[src/sv/cfrc_pkg.sv]
// shared types, codes and constants for the chunked frame reassembly checker
package cfrc_pkg;

  localparam int CNT_BITS_DEF = 32;
  localparam int Q_DEPTH      = 2;
  localparam int CFG_ADDR_W   = 3;
  localparam int CFG_DATA_W   = 32;
  localparam int IN_TDATA_W   = 184;
  localparam int OUT_TDATA_W  = 200;

  // result bus layout, lowest bit first
  localparam int OUT_ROUTE_LSB = 4;
  localparam int OUT_OFF_LSB   = 6;
  localparam int OUT_TOT_LSB   = 38;

  typedef enum logic [3:0] {
    V_FORWARD   = 4'd0,
    V_SHORT     = 4'd1,
    V_HEADER    = 4'd2,
    V_SIZE      = 4'd3,
    V_CRC       = 4'd4,
    V_START_POS = 4'd5,
    V_START_TOT = 4'd6,
    V_UNROUTED  = 4'd7,
    V_CHANGED   = 4'd8,
    V_ORDER     = 4'd9,
    V_OVERRUN   = 4'd10,
    V_END_SHORT = 4'd11,
    V_NO_END    = 4'd12
  } verdict_t;

  localparam logic [1:0] ROUTE_NONE   = 2'd0;
  localparam logic [1:0] ROUTE_FILE   = 2'd1;
  localparam logic [1:0] ROUTE_STREAM = 2'd2;

  localparam logic [CFG_ADDR_W-1:0] REG_VERSION    = 3'd0;
  localparam logic [CFG_ADDR_W-1:0] REG_HDR_SIZE   = 3'd1;
  localparam logic [CFG_ADDR_W-1:0] REG_PAYLOAD    = 3'd2;
  localparam logic [CFG_ADDR_W-1:0] REG_FRAME      = 3'd3;
  localparam logic [CFG_ADDR_W-1:0] REG_START_MASK = 3'd4;
  localparam logic [CFG_ADDR_W-1:0] REG_END_MASK   = 3'd5;

  typedef struct packed {
    logic [7:0]  expected_version;
    logic [15:0] expected_header_size;
    logic [15:0] payload_limit;
    logic [31:0] frame_limit;
    logic [7:0]  start_mask;
    logic [7:0]  end_mask;
  } cfg_t;

  typedef struct packed {
    logic [7:0]  version_byte;
    logic [7:0]  flag_bits;
    logic [15:0] declared_header_size;
    logic [31:0] sequence_number;
    logic [31:0] frame_size;
    logic [31:0] byte_offset;
    logic [15:0] payload_length;
    logic [15:0] chunk_number;
    logic [15:0] slot_length;
    logic        crc_match;
    logic        file_busy;
    logic        stream_busy;
  } slot_t;

  // classified slot handed from front to back
  typedef struct packed {
    verdict_t    pre_verdict;
    logic        start_hit;
    logic        is_end;
    logic [1:0]  route;
    logic [31:0] sequence_number;
    logic [31:0] frame_size;
    logic [31:0] byte_offset;
    logic [15:0] chunk_number;
    logic [32:0] reach;
  } item_t;

  typedef struct packed {
    logic [31:0] unrouted_count;
    logic [31:0] dropped_frames;
    logic [31:0] good_frames;
    logic [31:0] slot_count;
    logic [31:0] chunk_total;
    logic [31:0] chunk_offset;
    logic [1:0]  route;
    verdict_t    verdict;
    logic        last_chunk;
  } res_t;

endpackage

[src/sv/cfrc_regs.sv]
// configuration register bank of the reassembly checker
module cfrc_regs (
  input  logic                              clk,
  input  logic                              rst_n,
  input  logic                              cfg_we,
  input  logic [cfrc_pkg::CFG_ADDR_W-1:0]   cfg_addr,
  input  logic [cfrc_pkg::CFG_DATA_W-1:0]   cfg_wdata,
  output cfrc_pkg::cfg_t                    cfg
);

  cfrc_pkg::cfg_t cfg_r;
  cfrc_pkg::cfg_t cfg_nxt;

  always_comb begin
    cfg_nxt = cfg_r;
    if (cfg_we) begin
      case (cfg_addr)
        cfrc_pkg::REG_VERSION:    cfg_nxt.expected_version     = cfg_wdata[7:0];
        cfrc_pkg::REG_HDR_SIZE:   cfg_nxt.expected_header_size = cfg_wdata[15:0];
        cfrc_pkg::REG_PAYLOAD:    cfg_nxt.payload_limit        = cfg_wdata[15:0];
        cfrc_pkg::REG_FRAME:      cfg_nxt.frame_limit          = cfg_wdata[31:0];
        cfrc_pkg::REG_START_MASK: cfg_nxt.start_mask           = cfg_wdata[7:0];
        cfrc_pkg::REG_END_MASK:   cfg_nxt.end_mask             = cfg_wdata[7:0];
        default: ;
      endcase
    end
  end

  always_ff @(posedge clk) begin
    if (!rst_n) begin
      cfg_r.expected_version     <= 8'd1;
      cfg_r.expected_header_size <= 16'd32;
      cfg_r.payload_limit        <= 16'd4096;
      cfg_r.frame_limit          <= 32'd65536;
      cfg_r.start_mask           <= 8'd1;
      cfg_r.end_mask             <= 8'd2;
    end else begin
      cfg_r <= cfg_nxt;
    end
  end

  assign cfg = cfg_r;

endmodule

[src/sv/cfrc_front.sv]
// front end: stateless slot checks and start-of-frame classification
module cfrc_front (
  input  cfrc_pkg::cfg_t  cfg,
  input  cfrc_pkg::slot_t slot,
  output cfrc_pkg::item_t item
);

  logic        short_slot;
  logic        bad_header;
  logic        bad_payload;
  logic        start_hit;
  logic [16:0] need_len;
  logic [1:0]  dest;

  assign short_slot = slot.slot_length < cfg.expected_header_size;
  assign bad_header = (slot.version_byte != cfg.expected_version) ||
                      (slot.declared_header_size != cfg.expected_header_size);
  assign need_len   = {1'b0, cfg.expected_header_size} + {1'b0, slot.payload_length};
  assign bad_payload = (slot.payload_length == 16'd0) ||
                       (slot.payload_length > cfg.payload_limit) ||
                       (need_len > {1'b0, slot.slot_length});
  assign start_hit = |(slot.flag_bits & cfg.start_mask);

  // file session takes priority over the stream session
  assign dest = slot.file_busy   ? cfrc_pkg::ROUTE_FILE   :
                slot.stream_busy ? cfrc_pkg::ROUTE_STREAM : cfrc_pkg::ROUTE_NONE;

  always_comb begin
    item.start_hit       = start_hit;
    item.is_end          = |(slot.flag_bits & cfg.end_mask);
    item.route           = dest;
    item.sequence_number = slot.sequence_number;
    item.frame_size      = slot.frame_size;
    item.byte_offset     = slot.byte_offset;
    item.chunk_number    = slot.chunk_number;
    item.reach           = {1'b0, slot.byte_offset} + {17'd0, slot.payload_length};
    if (short_slot) begin
      item.pre_verdict = cfrc_pkg::V_SHORT;
    end else if (bad_header) begin
      item.pre_verdict = cfrc_pkg::V_HEADER;
    end else if (bad_payload) begin
      item.pre_verdict = cfrc_pkg::V_SIZE;
    end else if (!slot.crc_match) begin
      item.pre_verdict = cfrc_pkg::V_CRC;
    end else if (start_hit &&
                 (slot.byte_offset != 32'd0 || slot.chunk_number != 16'd0)) begin
      item.pre_verdict = cfrc_pkg::V_START_POS;
    end else if (start_hit &&
                 (slot.frame_size == 32'd0 || slot.frame_size > cfg.frame_limit)) begin
      item.pre_verdict = cfrc_pkg::V_START_TOT;
    end else if (start_hit && dest == cfrc_pkg::ROUTE_NONE) begin
      item.pre_verdict = cfrc_pkg::V_UNROUTED;
    end else begin
      item.pre_verdict = cfrc_pkg::V_FORWARD;
    end
  end

endmodule

[src/sv/cfrc_queue.sv]
// short queue between front and back
module cfrc_queue (
  input  logic            clk,
  input  logic            rst_n,
  input  logic            wr_valid,
  output logic            wr_ready,
  input  cfrc_pkg::item_t wr_item,
  output logic            rd_valid,
  input  logic            rd_ready,
  output cfrc_pkg::item_t rd_item
);

  localparam int PTR_W = (cfrc_pkg::Q_DEPTH > 1) ? $clog2(cfrc_pkg::Q_DEPTH) : 1;
  localparam int CNT_W = $clog2(cfrc_pkg::Q_DEPTH + 1);
  localparam logic [CNT_W-1:0] FULL = CNT_W'(cfrc_pkg::Q_DEPTH);
  localparam logic [PTR_W-1:0] LAST = PTR_W'(cfrc_pkg::Q_DEPTH - 1);

  cfrc_pkg::item_t   mem [cfrc_pkg::Q_DEPTH];
  logic [PTR_W-1:0]  wr_ptr_r, wr_ptr_nxt;
  logic [PTR_W-1:0]  rd_ptr_r, rd_ptr_nxt;
  logic [CNT_W-1:0]  count_r, count_nxt;
  logic              ready_r, ready_nxt;
  logic              push, pop;

  assign push = wr_valid && ready_r;
  assign pop  = rd_valid && rd_ready;

  always_comb begin
    wr_ptr_nxt = wr_ptr_r;
    rd_ptr_nxt = rd_ptr_r;
    count_nxt  = count_r;
    if (push) begin
      wr_ptr_nxt = (wr_ptr_r == LAST) ? '0 : wr_ptr_r + PTR_W'(1);
    end
    if (pop) begin
      rd_ptr_nxt = (rd_ptr_r == LAST) ? '0 : rd_ptr_r + PTR_W'(1);
    end
    if (push && !pop) begin
      count_nxt = count_r + CNT_W'(1);
    end else if (pop && !push) begin
      count_nxt = count_r - CNT_W'(1);
    end
    ready_nxt = count_nxt != FULL;
  end

  always_ff @(posedge clk) begin
    if (!rst_n) begin
      wr_ptr_r <= '0;
      rd_ptr_r <= '0;
      count_r  <= '0;
      ready_r  <= 1'b0;
    end else begin
      wr_ptr_r <= wr_ptr_nxt;
      rd_ptr_r <= rd_ptr_nxt;
      count_r  <= count_nxt;
      ready_r  <= ready_nxt;
    end
  end

  always_ff @(posedge clk) begin
    if (push) begin
      mem[wr_ptr_r] <= wr_item;
    end
  end

  assign wr_ready = ready_r;
  assign rd_valid = count_r != '0;
  assign rd_item  = mem[rd_ptr_r];

endmodule

[src/sv/cfrc_back.sv]
// back end: open-frame tracking, counters and the result register
module cfrc_back #(
  parameter int COUNTER_BITS = cfrc_pkg::CNT_BITS_DEF
) (
  input  logic            clk,
  input  logic            rst_n,
  input  logic            q_valid,
  output logic            q_ready,
  input  cfrc_pkg::item_t q_item,
  output logic            res_valid,
  input  logic            res_ready,
  output cfrc_pkg::res_t  res
);

  localparam int CB = COUNTER_BITS;

  // frame state
  logic        open_r, open_nxt;
  logic [1:0]  route_r, route_nxt;
  logic [31:0] seq_r, seq_nxt;
  logic [31:0] total_r, total_nxt;
  logic [31:0] exp_off_r, exp_off_nxt;
  logic [15:0] exp_chunk_r, exp_chunk_nxt;

  // counters
  logic [CB-1:0] slots_r, slots_nxt;
  logic [CB-1:0] good_r, good_nxt;
  logic [CB-1:0] drop_r, drop_nxt;
  logic [CB-1:0] unr_r, unr_nxt;

  // result register
  logic              valid_r, valid_nxt;
  cfrc_pkg::verdict_t verdict_r, verdict_nxt;
  logic [1:0]        o_route_r, o_route_nxt;
  logic [31:0]       o_off_r, o_off_nxt;
  logic [31:0]       o_tot_r, o_tot_nxt;
  logic              o_last_r, o_last_nxt;

  logic        pop;
  logic        open_eff;
  logic [1:0]  route_eff;
  logic [31:0] seq_eff, tot_eff, off_eff;
  logic [15:0] chunk_eff;
  logic [1:0]  drop_inc;
  cfrc_pkg::verdict_t v;

  assign q_ready = !valid_r || res_ready;
  assign pop     = q_valid && q_ready;

  // a start slot sees its own header as the open frame
  assign open_eff  = q_item.start_hit || open_r;
  assign route_eff = q_item.start_hit ? q_item.route : route_r;
  assign seq_eff   = q_item.start_hit ? q_item.sequence_number : seq_r;
  assign tot_eff   = q_item.start_hit ? q_item.frame_size : total_r;
  assign off_eff   = q_item.start_hit ? 32'd0 : exp_off_r;
  assign chunk_eff = q_item.start_hit ? 16'd0 : exp_chunk_r;

  always_comb begin
    if (q_item.sequence_number != seq_eff || q_item.frame_size != tot_eff) begin
      v = cfrc_pkg::V_CHANGED;
    end else if (q_item.byte_offset != off_eff || q_item.chunk_number != chunk_eff) begin
      v = cfrc_pkg::V_ORDER;
    end else if (q_item.reach > {1'b0, tot_eff}) begin
      v = cfrc_pkg::V_OVERRUN;
    end else if (q_item.is_end && q_item.reach != {1'b0, tot_eff}) begin
      v = cfrc_pkg::V_END_SHORT;
    end else if (!q_item.is_end && q_item.reach == {1'b0, tot_eff}) begin
      v = cfrc_pkg::V_NO_END;
    end else begin
      v = cfrc_pkg::V_FORWARD;
    end
  end

  always_comb begin
    open_nxt      = open_r;
    route_nxt     = route_r;
    seq_nxt       = seq_r;
    total_nxt     = total_r;
    exp_off_nxt   = exp_off_r;
    exp_chunk_nxt = exp_chunk_r;
    slots_nxt     = slots_r;
    good_nxt      = good_r;
    drop_nxt      = drop_r;
    unr_nxt       = unr_r;
    verdict_nxt   = verdict_r;
    o_route_nxt   = o_route_r;
    o_off_nxt     = o_off_r;
    o_tot_nxt     = o_tot_r;
    o_last_nxt    = o_last_r;
    drop_inc      = 2'd0;
    valid_nxt     = res_ready ? 1'b0 : valid_r;

    if (pop) begin
      valid_nxt   = 1'b1;
      verdict_nxt = q_item.pre_verdict;
      o_route_nxt = cfrc_pkg::ROUTE_NONE;
      o_off_nxt   = 32'd0;
      o_tot_nxt   = 32'd0;
      o_last_nxt  = 1'b0;
      if (q_item.pre_verdict != cfrc_pkg::V_SHORT) begin
        slots_nxt = slots_r + CB'(1);
      end
      if (q_item.pre_verdict == cfrc_pkg::V_FORWARD) begin
        if (!open_eff) begin
          // orphan slot
          verdict_nxt = cfrc_pkg::V_UNROUTED;
          unr_nxt     = unr_r + CB'(1);
        end else begin
          drop_inc    = {1'b0, q_item.start_hit && open_r};
          verdict_nxt = v;
          if (v == cfrc_pkg::V_FORWARD) begin
            o_route_nxt   = route_eff;
            o_off_nxt     = off_eff;
            o_tot_nxt     = tot_eff;
            o_last_nxt    = q_item.is_end;
            open_nxt      = 1'b1;
            route_nxt     = route_eff;
            seq_nxt       = seq_eff;
            total_nxt     = tot_eff;
            exp_off_nxt   = q_item.reach[31:0];
            exp_chunk_nxt = chunk_eff + 16'd1;
            if (q_item.is_end) begin
              good_nxt = good_r + CB'(1);
            end
          end else begin
            drop_inc = drop_inc + 2'd1;
          end
          if (v != cfrc_pkg::V_FORWARD || q_item.is_end) begin
            open_nxt      = 1'b0;
            route_nxt     = cfrc_pkg::ROUTE_NONE;
            seq_nxt       = 32'd0;
            total_nxt     = 32'd0;
            exp_off_nxt   = 32'd0;
            exp_chunk_nxt = 16'd0;
          end
        end
      end else if (q_item.pre_verdict != cfrc_pkg::V_SHORT) begin
        drop_inc      = {1'b0, open_r};
        open_nxt      = 1'b0;
        route_nxt     = cfrc_pkg::ROUTE_NONE;
        seq_nxt       = 32'd0;
        total_nxt     = 32'd0;
        exp_off_nxt   = 32'd0;
        exp_chunk_nxt = 16'd0;
        if (q_item.pre_verdict == cfrc_pkg::V_UNROUTED) begin
          unr_nxt = unr_r + CB'(1);
        end
      end
      drop_nxt = drop_r + CB'(drop_inc);
    end
  end

  always_ff @(posedge clk) begin
    if (!rst_n) begin
      open_r      <= 1'b0;
      route_r     <= cfrc_pkg::ROUTE_NONE;
      seq_r       <= '0;
      total_r     <= '0;
      exp_off_r   <= '0;
      exp_chunk_r <= '0;
      slots_r     <= '0;
      good_r      <= '0;
      drop_r      <= '0;
      unr_r       <= '0;
      valid_r     <= 1'b0;
    end else begin
      open_r      <= open_nxt;
      route_r     <= route_nxt;
      seq_r       <= seq_nxt;
      total_r     <= total_nxt;
      exp_off_r   <= exp_off_nxt;
      exp_chunk_r <= exp_chunk_nxt;
      slots_r     <= slots_nxt;
      good_r      <= good_nxt;
      drop_r      <= drop_nxt;
      unr_r       <= unr_nxt;
      valid_r     <= valid_nxt;
    end
  end

  always_ff @(posedge clk) begin
    verdict_r <= verdict_nxt;
    o_route_r <= o_route_nxt;
    o_off_r   <= o_off_nxt;
    o_tot_r   <= o_tot_nxt;
    o_last_r  <= o_last_nxt;
  end

  // counters only move on a pop, so they stand still while a result waits
  generate
    if (CB >= 32) begin : g_cnt_wide
      assign res.slot_count     = slots_r[31:0];
      assign res.good_frames    = good_r[31:0];
      assign res.dropped_frames = drop_r[31:0];
      assign res.unrouted_count = unr_r[31:0];
    end else begin : g_cnt_narrow
      assign res.slot_count     = {{(32-CB){1'b0}}, slots_r};
      assign res.good_frames    = {{(32-CB){1'b0}}, good_r};
      assign res.dropped_frames = {{(32-CB){1'b0}}, drop_r};
      assign res.unrouted_count = {{(32-CB){1'b0}}, unr_r};
    end
  endgenerate

  assign res.verdict      = verdict_r;
  assign res.route        = o_route_r;
  assign res.chunk_offset = o_off_r;
  assign res.chunk_total  = o_tot_r;
  assign res.last_chunk   = o_last_r;
  assign res_valid        = valid_r;

endmodule

[src/sv/chunked_frame_reassembly_checker_top.sv]
// Chunked frame reassembly checker: one verdict per slot header, at one slot per clock cycle
// sustained. A slot accepted at the input is classified by the front end (header, payload, CRC
// and start checks against the configuration registers) and written into a two-entry queue; the
// back end takes it from the queue, checks it against the open frame, updates the frame state
// and the four wrapping counters, and loads the result register that drives the output. The
// queue and result register let input and output stall independently; rate drops below one
// per cycle only while out_tready is held low. Configuration writes are registered in the
// register bank and are meant for idle periods.
module chunked_frame_reassembly_checker_top #(
  parameter int COUNTER_BITS = cfrc_pkg::CNT_BITS_DEF
) (
  input  logic                              clk,
  input  logic                              rst_n,
  input  logic                              cfg_we,
  input  logic [cfrc_pkg::CFG_ADDR_W-1:0]   cfg_addr,
  input  logic [cfrc_pkg::CFG_DATA_W-1:0]   cfg_wdata,
  input  logic                              in_tvalid,
  output logic                              in_tready,
  // version_byte, flag_bits, declared_header_size, sequence_number, frame_size,
  // byte_offset, payload_length, chunk_number, slot_length, crc_match, file_busy,
  // stream_busy, zero pad
  input  logic [cfrc_pkg::IN_TDATA_W-1:0]   in_tdata,
  output logic                              out_tvalid,
  input  logic                              out_tready,
  // verdict, route, chunk_offset, chunk_total, slot_count, good_frames,
  // dropped_frames, unrouted_count, zero pad
  output logic [cfrc_pkg::OUT_TDATA_W-1:0]  out_tdata,
  output logic                              out_tlast
);

  cfrc_pkg::cfg_t  cfg;
  cfrc_pkg::slot_t slot;
  cfrc_pkg::item_t f_item;
  cfrc_pkg::item_t q_item;
  cfrc_pkg::res_t  res;
  logic            q_valid;
  logic            q_ready;

  assign slot.version_byte         = in_tdata[7:0];
  assign slot.flag_bits            = in_tdata[15:8];
  assign slot.declared_header_size = in_tdata[31:16];
  assign slot.sequence_number      = in_tdata[63:32];
  assign slot.frame_size           = in_tdata[95:64];
  assign slot.byte_offset          = in_tdata[127:96];
  assign slot.payload_length       = in_tdata[143:128];
  assign slot.chunk_number         = in_tdata[159:144];
  assign slot.slot_length          = in_tdata[175:160];
  assign slot.crc_match            = in_tdata[176];
  assign slot.file_busy            = in_tdata[177];
  assign slot.stream_busy          = in_tdata[178];

  cfrc_regs u_regs (
    .clk       (clk),
    .rst_n     (rst_n),
    .cfg_we    (cfg_we),
    .cfg_addr  (cfg_addr),
    .cfg_wdata (cfg_wdata),
    .cfg       (cfg)
  );

  cfrc_front u_front (
    .cfg  (cfg),
    .slot (slot),
    .item (f_item)
  );

  cfrc_queue u_queue (
    .clk      (clk),
    .rst_n    (rst_n),
    .wr_valid (in_tvalid),
    .wr_ready (in_tready),
    .wr_item  (f_item),
    .rd_valid (q_valid),
    .rd_ready (q_ready),
    .rd_item  (q_item)
  );

  cfrc_back #(
    .COUNTER_BITS (COUNTER_BITS)
  ) u_back (
    .clk       (clk),
    .rst_n     (rst_n),
    .q_valid   (q_valid),
    .q_ready   (q_ready),
    .q_item    (q_item),
    .res_valid (out_tvalid),
    .res_ready (out_tready),
    .res       (res)
  );

  assign out_tdata = {2'b00, res.unrouted_count, res.dropped_frames, res.good_frames,
                      res.slot_count, res.chunk_total, res.chunk_offset, res.route,
                      res.verdict};
  assign out_tlast = res.last_chunk;

endmodule

[config.mk]
export PLATFORM = sky130hd
export DESIGN_NAME = chunked_frame_reassembly_checker_top
export DESIGN_NICKNAME = d
export VERILOG_FILES = /design/src/sv/cfrc_pkg.sv /design/src/sv/cfrc_regs.sv /design/src/sv/cfrc_front.sv /design/src/sv/cfrc_queue.sv /design/src/sv/cfrc_back.sv /design/src/sv/chunked_frame_reassembly_checker_top.sv
export SDC_FILE = /design/constraint.sdc
export NUM_CORES = 1
export LEC_CHECK = 0
export BUFFER_PORTS_ARGS = -buffer_cell sky130_fd_sc_hd__buf_4
export CORE_UTILIZATION = 30
export CTS_CLUSTER_DIAMETER = 150
export DETAILED_ROUTE_END_ITERATION = 16
export HOLD_SLACK_MARGIN = 0.15
export PLACE_DENSITY_LB_ADDON = 0.25
export SLEW_MARGIN = 20
export SYNTH_ARGS = -nofsm -noshare
export SYNTH_HDL_FRONTEND = slang
export SYNTH_SLANG_ARGS = --single-unit
[constraint.sdc]
create_clock -name clk -period 12.5 [get_ports clk]
set_input_delay 2.5 -clock clk [delete_from_list [all_inputs] [get_ports clk]]
set_output_delay 2.5 -clock clk [all_outputs]
set_load 0.02 [all_outputs]
==> flow_summary_export.csv <==
group,metric,value,unit
outcome,outcome,"finished clean",
cells_and_area,fillers,11658,
sta,rsz0062_at_grt,"no",
drt,first_pass_iters,5,
clock_tree,post_cts_buffers,0,
worst_setup_path,slowest_delay,790,ps
placement,hpwl,92.1,mm
worst_setup_path,cp_data_required_time,12990,ps
worst_setup_path,startpoint_type,"flip-flop",
sta,clock_skew,25.9,ps
floorplanning,fp.dieW,346,um
sta,finalSetupViolCount,0,
drt,drt-initial-drc-count,2453,
grt,gr-total-overflow,0,
cells_and_area,syn2layout_area_growth,21.3,%
drt,drt-total-wl,126,mm
power,internal_power,4.97,mW
floorplanning,io_pins,427,
synthesis,synth_area,35600,um2
worst_setup_path,crit_fanout,64,
placement,post_dp_cell_area,40300,um2
clock_tree,cts.htree.levels,3,
floorplanning,coreArea,117000,um2
power,p_sw,2.40,mW
clock_tree,clk_latency,660,ps
clock_tree,clk_pin_slew,60,ps
synthesis,yosys_warnings,0,
drt,avgRoutedWirePerCell,23.0,um
sta,fin_crit_sh,66.3,%
drt,via_per_inst,5.25,
cells_and_area,nNetsFinal,4271,
placement,preCtsSetupSlack,4380,ps
worst_hold_path,holdCritPathClass,"flip-flop to flip-flop",
grt,grt_pass1_vias,27313,
sta,worst_slew_pin_slew,1070,ps
cells_and_area,design_area,43200,um2
power,cellLeakagePower,15.7,nW
power,power_frac_comb,26.6,%
worst_setup_path,critical_path_class,"flip-flop to flip-flop",
synthesis,synth_cells,3515,
drt,ant_nets,0,
floorplanning,start_util,30.5,%
clock_tree,cts_buffer_depth,3,
synthesis,postSynth.asyncResetShare,0,%
clock_tree,numCtsBuffers,82,
placement,portBuffers,419,
power,powerDensity,171,nW/um2
synthesis,ys_types,79,
clock_tree,cts_hold_buffers,0,
sta,slew_viol_final,0,
worst_setup_path,arrival,8780,ps
run,cap_viol_max_count,0,
worst_setup_path,cp_slowest_cell,"buf_4",
synthesis,synth-seq-cells,713,
grt,grt_max_degree,86,
grt,grt_pass1_wl,182,mm
power,power_frac_clock,34.8,%
sta,min_period,8280,ps
drt,drc_errors,0,
grt,antenna_found_initial,13,
drt,vias,28819,
cells_and_area,final_common_cell,"buf_4",
placement,place_congestion,0.898,
sta,worst_slack,4220,ps
synthesis,yosysSeqAreaShare,50.7,%
worst_setup_path,crit_top_cell,"ha_1",
power,switching_share,32.6,%
worst_setup_path,reg2reg_setup_slack,4220,ps
synthesis,synth_edf_count,375,
clock_tree,clkSinkCount,713,
sta,hold_violations,0,
sta,fin_setup_tns,0,ps
cells_and_area,final_cell_mix,"buf_4, edfxtp_1, nand2_1, dfxtp_1, nor2_1",
sta,whs,453,ps
sta,timing.fmax,0.121,GHz
power,peakVddDrop,107,uV
floorplanning,die_y,346,um
clock_tree,cts_root_buf,"clkbuf_16",
floorplanning,row_count,125,
power,pwr-share-seq,38.6,%
sta,relSlewSlack,28.9,%
synthesis,synth_flop_cell,"edfxtp_1",
grt,globalRouteTotalUtil,20.3,%
worst_setup_path,critPathCaptureType,"flip-flop",
clock_tree,cts-resized-gates,0,
synthesis,synth.avg_cell_area,10.1,um2
worst_setup_path,path_cells,"buf_4, mux2_2, buf_4, o21ai_0, ha_1, nand4_1, nor3_1, and4_1, a21boi_0, a211oi_1, nand2b_1, and4bb_2, nand2_1, ha_1, a22o_1, ha_1, inv_1, fa_1, nor4_1, and2_1, and3_1, nand4_1, xor2_1, nor2_1",
cells_and_area,drive_gt1_share,17.2,%
clock_tree,cts_tree,"yes",
floorplanning,die_area,120000,um2
## area by class of cell
class                           count  area [um2]  area share [%]
Clock inverter                     54         682            1.58
Antenna cell                        5        12.5          0.0290
Tap cell                         1524        1910            4.42
Timing Repair Buffer              461        3460            8.02
Inverter                          161         612            1.42
Sequential cell                   713       18000            41.8
Clock buffer                       98        2170            5.04
Multi-Input combinational cell   2472       16300            37.7
## per-stage QoR
step | utilization [%] | cells | total power, mW
after global placement | 34.5 | 5331 | 4.85
after detailed placement | 34.5 | 5331 | 4.86
after global routing | 36.9 | 5487 | 7.70
final | 36.9 | 5488 | 7.37
after CTS | 36.9 | 5483 | 7.44
after floorplan | - | 3516 | 4.13
## worst paths after layout
path / start / to / depth (start not counted)
min: u_regs.cfg[59] / u_regs.cfg[59] / 2
max reg2reg: flip-flop / u_back.drop_r[30] / 24
max: flip-flop / u_back.drop_r[30] / 24
min reg2reg: u_regs.cfg[59] / u_regs.cfg[59] / 2
## state kept, by name, indices dropped and copies added (netlist names), 4 cells and up, named ones only
name                cells
u_queue.mem           304
u_regs.cfg             88
u_back.drop_r          32
u_back.exp_off_r       32
u_back.good_r          32
u_back.o_off_r         32
u_back.o_tot_r         32
u_back.seq_r           32
u_back.slots_r         32
u_back.total_r         32
u_back.unr_r           32
u_back.exp_chunk_r     16
u_back.verdict_r        4
## critical path: cells and delay by family (launching register included)
family / cells / cell delay, ps
flip-flops: 1 / 660
XOR/XNOR: 1 / 150
AND/OR/NAND/NOR: 11 / 3040
adder cells (fa/ha/maj): 4 / 1100
multiplexers: 1 / 710
buffers and inverters: 3 / 1350
AO/OA/AOI/OAI: 4 / 1100
## per-layer routing
metal | share of wire [%] | track usage, % | vias up
met5 | 0.028 | 0 | -
met4 | 3.0 | 7.01 | 6
met3 | 7.9 | 4.58 | 185
met2 | 45 | 32.0 | 973
met1 | 44 | 27.3 | 14007
li1 | - | - | 13648
## synthesized netlist by cell type (84+ instances only)
| cell | count | area (um2) |
|---|---|---|
| a21oi_1 | 223 | 1120 |
| clkbuf_1 | 112 | 420 |
| dfxtp_1 | 338 | 6770 |
| edfxtp_1 | 375 | 11300 |
| ha_1 | 153 | 1910 |
| inv_1 | 161 | 604 |
| mux2i_1 | 120 | 1200 |
| nand2_1 | 361 | 1360 |
| nor2_1 | 262 | 983 |
| o21ai_0 | 129 | 646 |
| xor2_1 | 84 | 736 |
## power groups by stage
stage	Clock [mW]	Combinational, mW	Sequential [mW]
final	2.56	1.96	2.85
after global routing	2.71	2.11	2.87
after CTS	2.62	1.97	2.85
after detailed placement	0	1.96	2.90
after global placement	0	1.95	2.89
after floorplan	0	1.13	2.99
## cells by family (layout without fill, tap and decap cells)
logic type      Yosys count  count (layout)  synth area share [%]
fa+ha+maj               156             156                  5.55
mux                     168             168                  4.90
flops                   713             713                  50.7
simple gates           1241            1241                  17.5
other cells               1               7                0.0105
buf+inv                 331             774                  3.80
compound gates          739             739                  13.5
xor+xnor                166             166                  4.09
(Power assumes the default switching activity.)
